`src/hw/rtl/wslm_pkg.sv`:
```
package wslm_pkg;

    localparam int SAMPLE_WIDTH_DEF = 24;
    localparam int SW = 24;
    localparam int AXES = 6;
    localparam int NOISE_W = 29;
    localparam int COUNT_W = 16;
    localparam int LIMIT_W = 23;
    localparam int DIFF_W = 30;
    localparam int SQ_W = 62;
    localparam int ROOT_W = 31;
    localparam int CFG_IDX_W = 3;
    localparam int CFG_DATA_W = 32;
    localparam logic [DIFF_W-1:0] DIFF_CLAMP = 30'h2000_0000;
    localparam logic [COUNT_W-1:0] COUNT_MAX = '1;

    localparam logic [CFG_IDX_W-1:0] REG_NOISE = 3'd0;
    localparam logic [CFG_IDX_W-1:0] REG_STALL = 3'd1;
    localparam logic [CFG_IDX_W-1:0] REG_LIMIT_BASE = 3'd2;

    localparam logic [1:0] ST_OK = 2'd0;
    localparam logic [1:0] ST_DEAD = 2'd1;
    localparam logic [1:0] ST_OVER = 2'd2;

    typedef struct packed {
        logic signed [SW-1:0] force_x;
        logic signed [SW-1:0] force_y;
        logic signed [SW-1:0] force_z;
        logic signed [SW-1:0] torque_x;
        logic signed [SW-1:0] torque_y;
        logic signed [SW-1:0] torque_z;
    } sample_t;

    typedef struct packed {
        logic [1:0] status;
        logic signed [SW-1:0] out_force_x;
        logic signed [SW-1:0] out_force_y;
        logic signed [SW-1:0] out_force_z;
        logic signed [SW-1:0] out_torque_x;
        logic signed [SW-1:0] out_torque_y;
        logic signed [SW-1:0] out_torque_z;
    } result_t;

    // front to back job: squared sums, over-limit flag, echo
    typedef struct packed {
        logic [SQ_W-1:0] force_sq;
        logic [SQ_W-1:0] torque_sq;
        logic            over;
        sample_t         smp;
    } job_t;

endpackage

```
`src/hw/rtl/wrench_stall_and_limit_monitor.sv`:
```
// Wrench stall and limit monitor.
// Input channel s_valid/s_ready/s_data carries one six-axis sample
// (signed, 8 fractional bits). Output channel m_valid/m_ready/m_data
// returns one result per sample: status (ok, dead stream, over limit)
// and the sample echoed.
// Config channel cfg_valid/cfg_ready/cfg_index/cfg_data writes register
// cfg_index; indexes past the last register are dropped. Write only idle.
// The front stage computes one axis difference square per cycle; a
// two-entry queue feeds the back stage, whose shared bit-pair square
// root computes two norms per sample. The front stage can take a new
// sample while the back stage still works on earlier ones; the square
// root unit is the slowest step.
// Reset (aresetn low, synchronous) clears the previous sample and the
// unchanged counter and loads register defaults.
// A stalled receiver holds the result; the queue then fills and
// s_ready drops until results drain.
module wrench_stall_and_limit_monitor (
    input  logic                 aclk,
    input  logic                 aresetn,
    input  logic                 s_valid,
    output logic                 s_ready,
    input  wslm_pkg::sample_t    s_data,
    output logic                 m_valid,
    input  logic                 m_ready,
    output wslm_pkg::result_t    m_data,
    input  logic                 cfg_valid,
    output logic                 cfg_ready,
    input  logic [wslm_pkg::CFG_IDX_W-1:0]  cfg_index,
    input  logic [wslm_pkg::CFG_DATA_W-1:0] cfg_data
);
    import wslm_pkg::*;

    logic [NOISE_W-1:0] noise_reg;
    logic [COUNT_W-1:0] stall_reg;
    logic [AXES*LIMIT_W-1:0] limits_reg;
    logic fj_valid, fj_ready, bj_valid, bj_ready;
    job_t fjob, bjob;

    assign cfg_ready = 1'b1;

    always_ff @(posedge aclk) begin
        if (!aresetn) begin
            noise_reg <= '0;
            stall_reg <= '1;
            limits_reg <= '1;
        end else if (cfg_valid) begin
            if (cfg_index == REG_NOISE) noise_reg <= cfg_data[NOISE_W-1:0];
            else if (cfg_index == REG_STALL) stall_reg <= cfg_data[COUNT_W-1:0];
            else limits_reg[(cfg_index - REG_LIMIT_BASE)*LIMIT_W +: LIMIT_W]
                <= cfg_data[LIMIT_W-1:0];
        end
    end

    wslm_front u_front (
        .aclk(aclk), .aresetn(aresetn),
        .s_valid(s_valid), .s_ready(s_ready), .s_data(s_data),
        .limits(limits_reg),
        .job_valid(fj_valid), .job_ready(fj_ready), .job(fjob)
    );

    wslm_queue u_queue (
        .aclk(aclk), .aresetn(aresetn),
        .in_valid(fj_valid), .in_ready(fj_ready), .in_job(fjob),
        .out_valid(bj_valid), .out_ready(bj_ready), .out_job(bjob)
    );

    wslm_back u_back (
        .aclk(aclk), .aresetn(aresetn),
        .job_valid(bj_valid), .job_ready(bj_ready), .job(bjob),
        .noise_limit(noise_reg), .stall_limit(stall_reg),
        .m_valid(m_valid), .m_ready(m_ready), .m_data(m_data)
    );
endmodule

```
`src/hw/rtl/wslm_front.sv`:
```
module wslm_front (
    input  logic                    aclk,
    input  logic                    aresetn,
    input  logic                    s_valid,
    output logic                    s_ready,
    input  wslm_pkg::sample_t       s_data,
    input  logic [wslm_pkg::AXES*wslm_pkg::LIMIT_W-1:0] limits,
    output logic                    job_valid,
    input  logic                    job_ready,
    output wslm_pkg::job_t          job
);
    import wslm_pkg::*;

    typedef enum logic [1:0] {F_IDLE, F_SQ, F_SEND} fstate_t;

    fstate_t state_reg;
    logic [SW-1:0] prev_reg [AXES];
    logic [SW-1:0] cur_reg [AXES];
    logic [2:0] axis_reg;
    logic [SQ_W-1:0] fsq_reg, tsq_reg;
    logic over_reg;
    sample_t smp_reg;

    logic signed [SW:0] diff;
    logic [SW:0] dmag;
    logic [DIFF_W-1:0] dcl;
    logic [SQ_W-1:0] sq;
    logic [SW-1:0] cmag;
    logic [LIMIT_W-1:0] lim;

    always_comb begin
        diff = $signed({cur_reg[axis_reg][SW-1], cur_reg[axis_reg]})
             - $signed({prev_reg[axis_reg][SW-1], prev_reg[axis_reg]});
        dmag = diff[SW] ? SW'(0) - diff : diff;
        dcl = (DIFF_W'(dmag) > DIFF_CLAMP) ? DIFF_CLAMP : DIFF_W'(dmag);
        sq = SQ_W'(dcl) * SQ_W'(dcl);
        cmag = cur_reg[axis_reg][SW-1] ? SW'(0) - cur_reg[axis_reg] : cur_reg[axis_reg];
        lim = limits[axis_reg*LIMIT_W +: LIMIT_W];
    end

    assign s_ready = (state_reg == F_IDLE);
    assign job_valid = (state_reg == F_SEND);
    assign job = '{force_sq: fsq_reg, torque_sq: tsq_reg, over: over_reg, smp: smp_reg};

    always_ff @(posedge aclk) begin
        if (!aresetn) begin
            state_reg <= F_IDLE;
            for (int i = 0; i < AXES; i++) prev_reg[i] <= '0;
        end else begin
            unique case (state_reg)
                F_IDLE: if (s_valid) begin
                    cur_reg[0] <= s_data.force_x;
                    cur_reg[1] <= s_data.force_y;
                    cur_reg[2] <= s_data.force_z;
                    cur_reg[3] <= s_data.torque_x;
                    cur_reg[4] <= s_data.torque_y;
                    cur_reg[5] <= s_data.torque_z;
                    smp_reg <= s_data;
                    axis_reg <= '0;
                    fsq_reg <= '0;
                    tsq_reg <= '0;
                    over_reg <= 1'b0;
                    state_reg <= F_SQ;
                end
                F_SQ: begin
                    if (axis_reg < 3'd3) fsq_reg <= fsq_reg + sq;
                    else tsq_reg <= tsq_reg + sq;
                    if ((cmag[SW-1]) || (SW'(lim) < cmag)) over_reg <= 1'b1;
                    prev_reg[axis_reg] <= cur_reg[axis_reg];
                    if (axis_reg == 3'(AXES-1)) state_reg <= F_SEND;
                    axis_reg <= axis_reg + 3'd1;
                end
                F_SEND: if (job_ready) state_reg <= F_IDLE;
                default: state_reg <= F_IDLE;
            endcase
        end
    end
endmodule

```
`src/hw/rtl/wslm_queue.sv`:
```
module wslm_queue (
    input  logic           aclk,
    input  logic           aresetn,
    input  logic           in_valid,
    output logic           in_ready,
    input  wslm_pkg::job_t in_job,
    output logic           out_valid,
    input  logic           out_ready,
    output wslm_pkg::job_t out_job
);
    import wslm_pkg::*;

    job_t mem_reg [2];
    logic wp_reg, rp_reg;
    logic [1:0] cnt_reg;

    assign in_ready = (cnt_reg != 2'd2);
    assign out_valid = (cnt_reg != 2'd0);
    assign out_job = mem_reg[rp_reg];

    always_ff @(posedge aclk) begin
        if (in_valid && in_ready) mem_reg[wp_reg] <= in_job;
        if (!aresetn) begin
            wp_reg <= 1'b0;
            rp_reg <= 1'b0;
            cnt_reg <= '0;
        end else begin
            if (in_valid && in_ready) wp_reg <= ~wp_reg;
            if (out_valid && out_ready) rp_reg <= ~rp_reg;
            cnt_reg <= cnt_reg + 2'(in_valid && in_ready) - 2'(out_valid && out_ready);
        end
    end

    a_cnt: assert property (@(posedge aclk) disable iff (!aresetn) cnt_reg <= 2'd2)
        else $error("queue count overflow");
    a_full: assert property (@(posedge aclk) disable iff (!aresetn)
        (cnt_reg == 2'd2) |-> !in_ready) else $error("full queue ready");
    a_empty: assert property (@(posedge aclk) disable iff (!aresetn)
        (cnt_reg == 2'd0 && !in_valid) |=> !out_valid) else $error("empty queue valid");
endmodule

```
`src/hw/rtl/wslm_back.sv`:
```
module wslm_back (
    input  logic                           aclk,
    input  logic                           aresetn,
    input  logic                           job_valid,
    output logic                           job_ready,
    input  wslm_pkg::job_t                 job,
    input  logic [wslm_pkg::NOISE_W-1:0]   noise_limit,
    input  logic [wslm_pkg::COUNT_W-1:0]   stall_limit,
    output logic                           m_valid,
    input  logic                           m_ready,
    output wslm_pkg::result_t              m_data
);
    import wslm_pkg::*;

    typedef enum logic [2:0] {B_IDLE, B_ROOT, B_MUL, B_DECIDE, B_OUT} bstate_t;

    bstate_t state_reg;
    job_t job_reg;
    logic [SQ_W-1:0] rem_reg;
    logic [SQ_W-1:0] root_reg;
    logic [SQ_W-1:0] bit_reg;
    logic sel_reg;
    logic [ROOT_W-1:0] fnorm_reg, tnorm_reg;
    logic [ROOT_W+4:0] change_reg;
    logic [COUNT_W-1:0] count_reg;
    result_t out_reg;

    logic [SQ_W:0] trial;
    logic [COUNT_W-1:0] cnt_inc;
    logic [1:0] st;

    always_comb begin
        trial = {1'b0, rem_reg} - ({1'b0, root_reg} + {1'b0, bit_reg});
        cnt_inc = (count_reg == COUNT_MAX) ? count_reg : count_reg + 1'b1;
        st = ST_OK;
        if (change_reg <= (ROOT_W+5)'(noise_limit)) begin
            if (cnt_inc >= stall_limit) st = ST_DEAD;
        end
        if (st == ST_OK && job_reg.over) st = ST_OVER;
    end

    assign job_ready = (state_reg == B_IDLE);
    assign m_valid = (state_reg == B_OUT);
    assign m_data = out_reg;

    always_ff @(posedge aclk) begin
        if (!aresetn) begin
            state_reg <= B_IDLE;
            count_reg <= '0;
        end else begin
            unique case (state_reg)
                B_IDLE: if (job_valid) begin
                    job_reg <= job;
                    rem_reg <= job.force_sq;
                    root_reg <= '0;
                    bit_reg <= SQ_W'(1) << (SQ_W-2);
                    sel_reg <= 1'b0;
                    state_reg <= B_ROOT;
                end
                B_ROOT: begin
                    if (bit_reg[0] && !sel_reg) begin
                        fnorm_reg <= !trial[SQ_W]
                            ? ROOT_W'((root_reg >> 1) + 1'b1) : ROOT_W'(root_reg >> 1);
                        rem_reg <= job_reg.torque_sq;
                        root_reg <= '0;
                        bit_reg <= SQ_W'(1) << (SQ_W-2);
                        sel_reg <= 1'b1;
                    end else begin
                        if (!trial[SQ_W]) begin
                            rem_reg <= trial[SQ_W-1:0];
                            root_reg <= (root_reg >> 1) + bit_reg;
                        end else begin
                            root_reg <= root_reg >> 1;
                        end
                        bit_reg <= bit_reg >> 2;
                        if (bit_reg[0]) begin
                            tnorm_reg <= !trial[SQ_W]
                                ? ROOT_W'((root_reg >> 1) + 1'b1) : ROOT_W'(root_reg >> 1);
                            state_reg <= B_MUL;
                        end
                    end
                end
                B_MUL: begin
                    change_reg <= (ROOT_W+5)'(fnorm_reg)
                                + ((ROOT_W+5)'(tnorm_reg) << 3) + ((ROOT_W+5)'(tnorm_reg) << 1);
                    state_reg <= B_DECIDE;
                end
                B_DECIDE: begin
                    count_reg <= (change_reg > (ROOT_W+5)'(noise_limit)) ? '0 : cnt_inc;
                    out_reg <= '{status: st,
                                 out_force_x: job_reg.smp.force_x,
                                 out_force_y: job_reg.smp.force_y,
                                 out_force_z: job_reg.smp.force_z,
                                 out_torque_x: job_reg.smp.torque_x,
                                 out_torque_y: job_reg.smp.torque_y,
                                 out_torque_z: job_reg.smp.torque_z};
                    state_reg <= B_OUT;
                end
                B_OUT: if (m_ready) state_reg <= B_IDLE;
                default: state_reg <= B_IDLE;
            endcase
        end
    end

    a_status: assert property (@(posedge aclk) disable iff (!aresetn)
        m_valid |-> (m_data.status != 2'd3)) else $error("bad status");
    a_hold: assert property (@(posedge aclk) disable iff (!aresetn)
        (state_reg == B_ROOT) |=> (state_reg == B_ROOT || state_reg == B_MUL))
        else $error("root exit");
    a_clear: assert property (@(posedge aclk) disable iff (!aresetn)
        (state_reg == B_DECIDE && change_reg > (ROOT_W+5)'(noise_limit)) |=> count_reg == '0)
        else $error("count not cleared");
endmodule

```
`config.mk`:
```
export PLATFORM = sky130hd
export DESIGN_NAME = wrench_stall_and_limit_monitor
export DESIGN_NICKNAME = d
export VERILOG_FILES = /design/src/hw/rtl/wslm_pkg.sv /design/src/hw/rtl/wrench_stall_and_limit_monitor.sv /design/src/hw/rtl/wslm_front.sv /design/src/hw/rtl/wslm_queue.sv /design/src/hw/rtl/wslm_back.sv
export SDC_FILE = /design/constraint.sdc
export NUM_CORES = 2
export LEC_CHECK = 0
export ABC_AREA = 1
export BUFFER_PORTS_ARGS = -buffer_cell sky130_fd_sc_hd__buf_4
export CORE_MARGIN = 4
export CORE_UTILIZATION = 40
export CTS_CLUSTER_DIAMETER = 100
export DETAILED_ROUTE_END_ITERATION = 10
export PLACE_DENSITY_LB_ADDON = 0.15
export SETUP_SLACK_MARGIN = 0.05
export SYNTH_ARGS = -nofsm -noshare
export SYNTH_HDL_FRONTEND = slang
export SYNTH_SLANG_ARGS = --single-unit
```
`constraint.sdc`:
```
create_clock -name aclk -period 19.1 [get_ports aclk]
set_input_delay 3.82 -clock aclk [delete_from_list [all_inputs] [get_ports aclk]]
set_output_delay 3.82 -clock aclk [all_outputs]
set_load 0.005 [all_outputs]
```
# Word level (Yosys, flattened, before mapping)
# Memory sizes are Yosys's and may differ from the RTL's. A register that Yosys moved wholly into a read port is not among the register bits.
# Cells that the tools add are included.
[word_totals]
register_bits = 1118
ram_bits = 826
input_bits = 184
out_inout_bits = 149
elab_cells = 191
n_memories = 3
[classes]
addsub = 17
mul = 3
n_lt_le_gt_ge = 6
eq_ne = 22
shift = 3
n_mux = 59
n_bitwise = 5
n_reduce_logical = 32
[mem_list]
columns = ["name", "depth", "word_bits", "read_ports", "rd_ports_with_merged_regs", "write_ports", "line", "text"]
rows = [
  ["u_queue.mem_reg", 2, 269, 1, 1, 1, "wslm_queue.sv:13", "job_t mem_reg [2];"],
  ["u_front.cur_reg", 6, 24, 1, 1, 6, "wslm_front.sv:18", "logic [SW-1:0] cur_reg [AXES];"],
  ["u_front.prev_reg", 6, 24, 1, 1, 6, "wslm_front.sv:17", "logic [SW-1:0] prev_reg [AXES];"],
]
[ops]
columns = ["operator", "n"]
rows = [
  ["2-to-1 mux 62 bit", 10],
  ["case mux 62 bit (2 select lines)", 5],
  ["bitwise mux 138 bit", 1],
  ["variable shift 23 x 34 -> 138 bit (first input constant)", 1],
  ["variable part select 138 x 9 -> 23 bit", 1],
  ["variable part select 23 x 34 -> 138 bit", 1],
  ["adder 62 x 60 -> 62 bit", 2],
  ["adder 62 x 62 -> 63 bit", 1],
  ["subtractor 62 x 63 -> 63 bit", 1],
  ["adder 61 x 62 -> 62 bit", 1],
  ["2-to-1 mux 61 bit", 1],
  ["multiplier 30 x 30 -> 60 bit", 1],
  ["2-to-1 mux 24 bit", 2],
  ["adder 36 x 32 -> 36 bit", 1],
  ["> comparator 36 x 29 -> 1 bit", 1],
  ["less-or-equal comparator 36 x 29 -> 1 bit", 1],
  ["adder 31 x 34 -> 35 bit", 1],
  ["negation 32 -> 34 bit", 1],
  ["2-to-1 mux 16 bit", 2],
  ["adder 31 x 1 -> 31 bit (second input constant)", 1],
  ["2-to-1 mux 31 bit", 1],
  ["> comparator 25 x 30 -> 1 bit (second input constant)", 1],
  ["2-to-1 mux 30 bit", 1],
  ["AND reduction 4 bit", 7],
  ["other kinds (40)", 101],
]

# Depth between registers and ports, before layout
[depth]
word_depth = 9
ltp_mapped = 73
ltp_nobuf = 70

# Hierarchy
# From an unflattened synthesis, not the netlist that was laid out.
[hier_totals]
hier_cells = 13468
area_unflattened_um2 = 124831.0
[modules_own_cells]
columns = ["mod", "n_inst", "cells_each", "area_each_um2", "seq_area_each_um2"]
rows = [
  ["wslm_front", 1, 6061, 53421.2, 18357.6],
  ["wslm_back", 1, 4430, 38276.7, 18607.8],
  ["wslm_queue", 1, 874, 20485.9, 16255.6],
  ["wrench_stall_and_limit_monitor", 1, 2103, 12647.1, 3663.5],
]

# Least setup slack after synthesis
# OpenSTA, ideal clock, no wires.
[synth_timing]
path_kind = "input to register"
start = "input port aresetn"
end = "register u_back.job_reg[0] in the netlist's numbering (enable)"
setup_ns = 1.030
arrival_time_ns = 18.129
path_slack_ns = -0.058
cell_stages = 3
cell_sequence = "clkinv_1 clkbuf_1 nor3_1"
[synth_via]
elab_chain_len = 1
[synth_lines]
columns = ["element", "line", "text"]
rows = [
  ["start: declaration", "wrench_stall_and_limit_monitor.sv:19", "input logic aresetn,"],
  ["AND reduction 3 bit (no line)", "-", ""],
  ["end signal: assignment", "wslm_back.sv:53", "job_reg <= job;"],
  ["end: declaration", "wslm_back.sv:18", "job_t job_reg;"],
]
# No other way between the ends.
# A chain may end at the register's enable or synchronous reset.

==> summary.md <==
| Metric | Value |
|---|---|
| Status | finished, final reports clean |
| Final setup TNS | 0 ns |
| Post-synthesis sequential area ratio | 0.478 |
| Final ANT Viol Nets | 0 |
| Area of the multi-input gates | 0.0540 mm² |
| Clk_lat worst skew | between 0.9 and 1 ns |
| Vias in the first global route | 89.5k |
| Clock slew at reported path FFs | 0.07 ns |
| Total congestion overflow | 0 |
| Setup Skew | 0.0866 ns |
| CTS max path bufs | 4 |
| FF/Latch Area | 0.0569 mm² |
| Max transition margin | 0.0719 |
| Die area | 0.306 mm² |
| Root Buffer | clkbuf_16 |
| Final Hold Violating Endpoints | 0 |
| Crit Path Category | reg -> reg |
| Die height | 553 µm |
| Critical path data arrival time | 16.63 ns |
| Min-Delay Path Class | reg -> reg |
| Initial Util | 0.403 |
| Die width | between 500 and 600 µm |
| IO buf count | 328 |
| Fraction of layout cells with a size suffix above 1 | 0.0917 |
| WL final | 379000 µm |
| Post-CTS sizing | 0 |
| Routed wire per std cell | 22.6 µm |
| RSZ-0062 raised after global routing | no |
| Period minus WS final | 16.05 ns |
| Via density | ~5.3 |
| CTS buffer count | 221 |
| Fin crit share | 0.840 |
| Post-Syn Area | approximately 0.12 mm² |
| Max_cap viols | 0 |
| Final-report setup violation count | 0 |
| CP peak stage delay | 0.67 ns |
| Initial DRC Count | 7762 |
| FP Rows | 199 |
| Actual slew at the worst max-slew pin | between 1 and 1.5 ns |
| Worst-path fanout max | between 40 and 50 |
| Drc violations | 0 |
| TritonRoute pass-1 iters | 6 |
| Synth Flop Type | edfxtp_1 |
| First-pass GRT wire length | 567000 µm |
| Ys Warns | 0 |
| CP endpoint kind | flip-flop |
| Fmax | 62.3 MHz |
| Layout area overhead | 11.9% |
| Max reg flops | 538 |
| Filler Cell Count | 28.3k |
| Final net count | 14.0k |
| GRT Util Overall | 0.242 |
| Top-Level Pins | 333 |
| Synth cell types | 74 |
| Post-synth EDFFs | roughly 1.8k |
| Post-Syn Area per Cell | 9.62 µm² |
| Postcts setup bufs | 0 |
| Largest net degree at the start of global routing | 145 |
| Worst path slowest cell | o311ai_0 |
| Sink Count | a little under 2k |
| TritonCTS clock tree | built |
| Total number of vias | 89.4k |
| Leading cell type in the layout, fill and taps excluded | nand2_1 |
| GP Congestion | 0.955 |
| CTS H-Tree Depth | 4 |
| Hold_buf cts | 0 |
| Asr flop ratio synth | 0 |
| Most frequent cells in the layout | nand2_1, edfxtp_1, inv_1 |
| Register bit total from synthesis | slightly below 2k |
| Post-Synthesis Cells | 12.4k |
| Detail Placement HPWL | 284000 µm |
| Core Util, Final | 0.451 |
| WP data required | 19.69 ns |
| Core ar. | 0.295 mm² |
| Worst setup SP type | flip-flop |
| Fin. max-slew vios | 0 |
| Initial antenna violation count | 12 |
-- per-layer routing --
| layer | track usage | vias to the layer above | share of wire |
|---|---|---|---|
| met5 | 0 | - | 0.00014 |
| met4 | 0.0646 | 8 | 0.028 |
| met3 | 0.0294 | 524 | 0.054 |
| met2 | 0.397 | 2679 | 0.47 |
| met1 | 0.339 | 43700 | 0.45 |
| li1 | - | 42500 | - |
-- critical path, delay by kind of cell, from the launching register on --
family	cells	cell delay, ns
buf+inv	11	2.82
xor+xnor	1	0.56
simple gates	16	2.64
flops	1	0.31
fa+ha+maj	11	5.54
compound gates	15	3.68
-- cells in the mapped netlist, types with 8 or more instances --
master / number / area (µm²)
nand2_1: 2140 / 8030
edfxtp_1: 1753 / 52600
inv_1: 1743 / 6540
nor2_1: 1291 / 4850
o21ai_0: 884 / 4420
a21oi_1: 776 / 3880
ha_1: 665 / 8320
nand3_1: 522 / 2610
fa_1: 505 / 10100
clkbuf_1: 238 / 893
dfxtp_1: 212 / 4240
mux2_2: 207 / 2330
xor2_1: 161 / 1410
nor3_1: 111 / 556
o211ai_1: 99 / 743
o22ai_1: 89 / 557
nand4_1: 86 / 538
a31oi_1: 84 / 526
xnor2_1: 68 / 596
buf_2: 66 / 330
o221ai_1: 62 / 543
o21a_1: 61 / 458
o21ai_1: 49 / 245
inv_2: 48 / 180
nor4_1: 39 / 244
a21o_1: 38 / 285
o21bai_1: 36 / 270
buf_1: 33 / 124
nand2_2: 30 / 188
or2_2: 23 / 144
nor2_2: 22 / 138
a21boi_0: 20 / 150
mux2i_1: 17 / 170
buf_4: 16 / 120
o31ai_1: 16 / 120
clkinv_1: 13 / 48.8
a32o_1: 11 / 110
a211oi_1: 10 / 75.1
o21ai_2: 9 / 78.8
and3_1: 8 / 50.1
buf_6: 8 / 90.1
nor2_4: 8 / 90.1
o311ai_0: 8 / 70.1
-- kinds of logic (layout without fill, tap and decap cells) --
| family | Yosys count | after routing | share of synthesized area |
|---|---|---|---|
| adder cells (fa/ha/maj) | 1170 | 1170 | 0.155 |
| other | 2 | 30 | 0.0000631 |
| XOR/XNOR | 233 | 233 | 0.0175 |
| AND/OR/NAND/NOR | 4323 | 4323 | 0.150 |
| multiplexers | 224 | 224 | 0.0210 |
| buffers and inverters | 2166 | 2636 | 0.0701 |
| flip-flops | 1965 | 1965 | 0.478 |
| AO/OA/AOI/OAI | 2285 | 2285 | 0.108 |
-- final timing paths --
kind,slack (ns),cells past startpoint,startpoint,endpoint
worst max-delay path,3.05,54,flip-flop,u_front.tsq_reg[58]
worst min-delay path,0.38,0,u_back.job_reg[11],u_back.m_data[11]
worst max register to register,3.05,54,flip-flop,u_front.tsq_reg[58]
worst min register to register,0.38,0,u_back.job_reg[11],u_back.m_data[11]
-- area by class of cell --
class | count | share of cell area
flip-flops and latches | 1965 | 0.428
well taps | 3919 | 0.0369
diodes | 6 | 0.000113
multi-input cells | 8259 | 0.406
clock inverters | 140 | 0.0107
clock buffers | 264 | 0.0432
repair buffers | 427 | 0.0248
inverters | 1805 | 0.0510
-- through the flow --
stage / worst slack [ns] / instances / hold WS, ns / cell area [µm²]
after floorplan: 6.21 / 12400 / 0.400 / 119000
after global placement: 3.24 / 16400 / 0.401 / 126000
after detailed placement: 3.12 / 16400 / 0.405 / 126000
after CTS: 3.08 / 16800 / 0.374 / 133000
after global routing: 2.19 / 16800 / 0.383 / 133000
final: 3.05 / 16800 / 0.382 / 133000
Power is not shown: default switching activity piles up to over one toggle a cycle in this logic, so the estimate is an artifact.
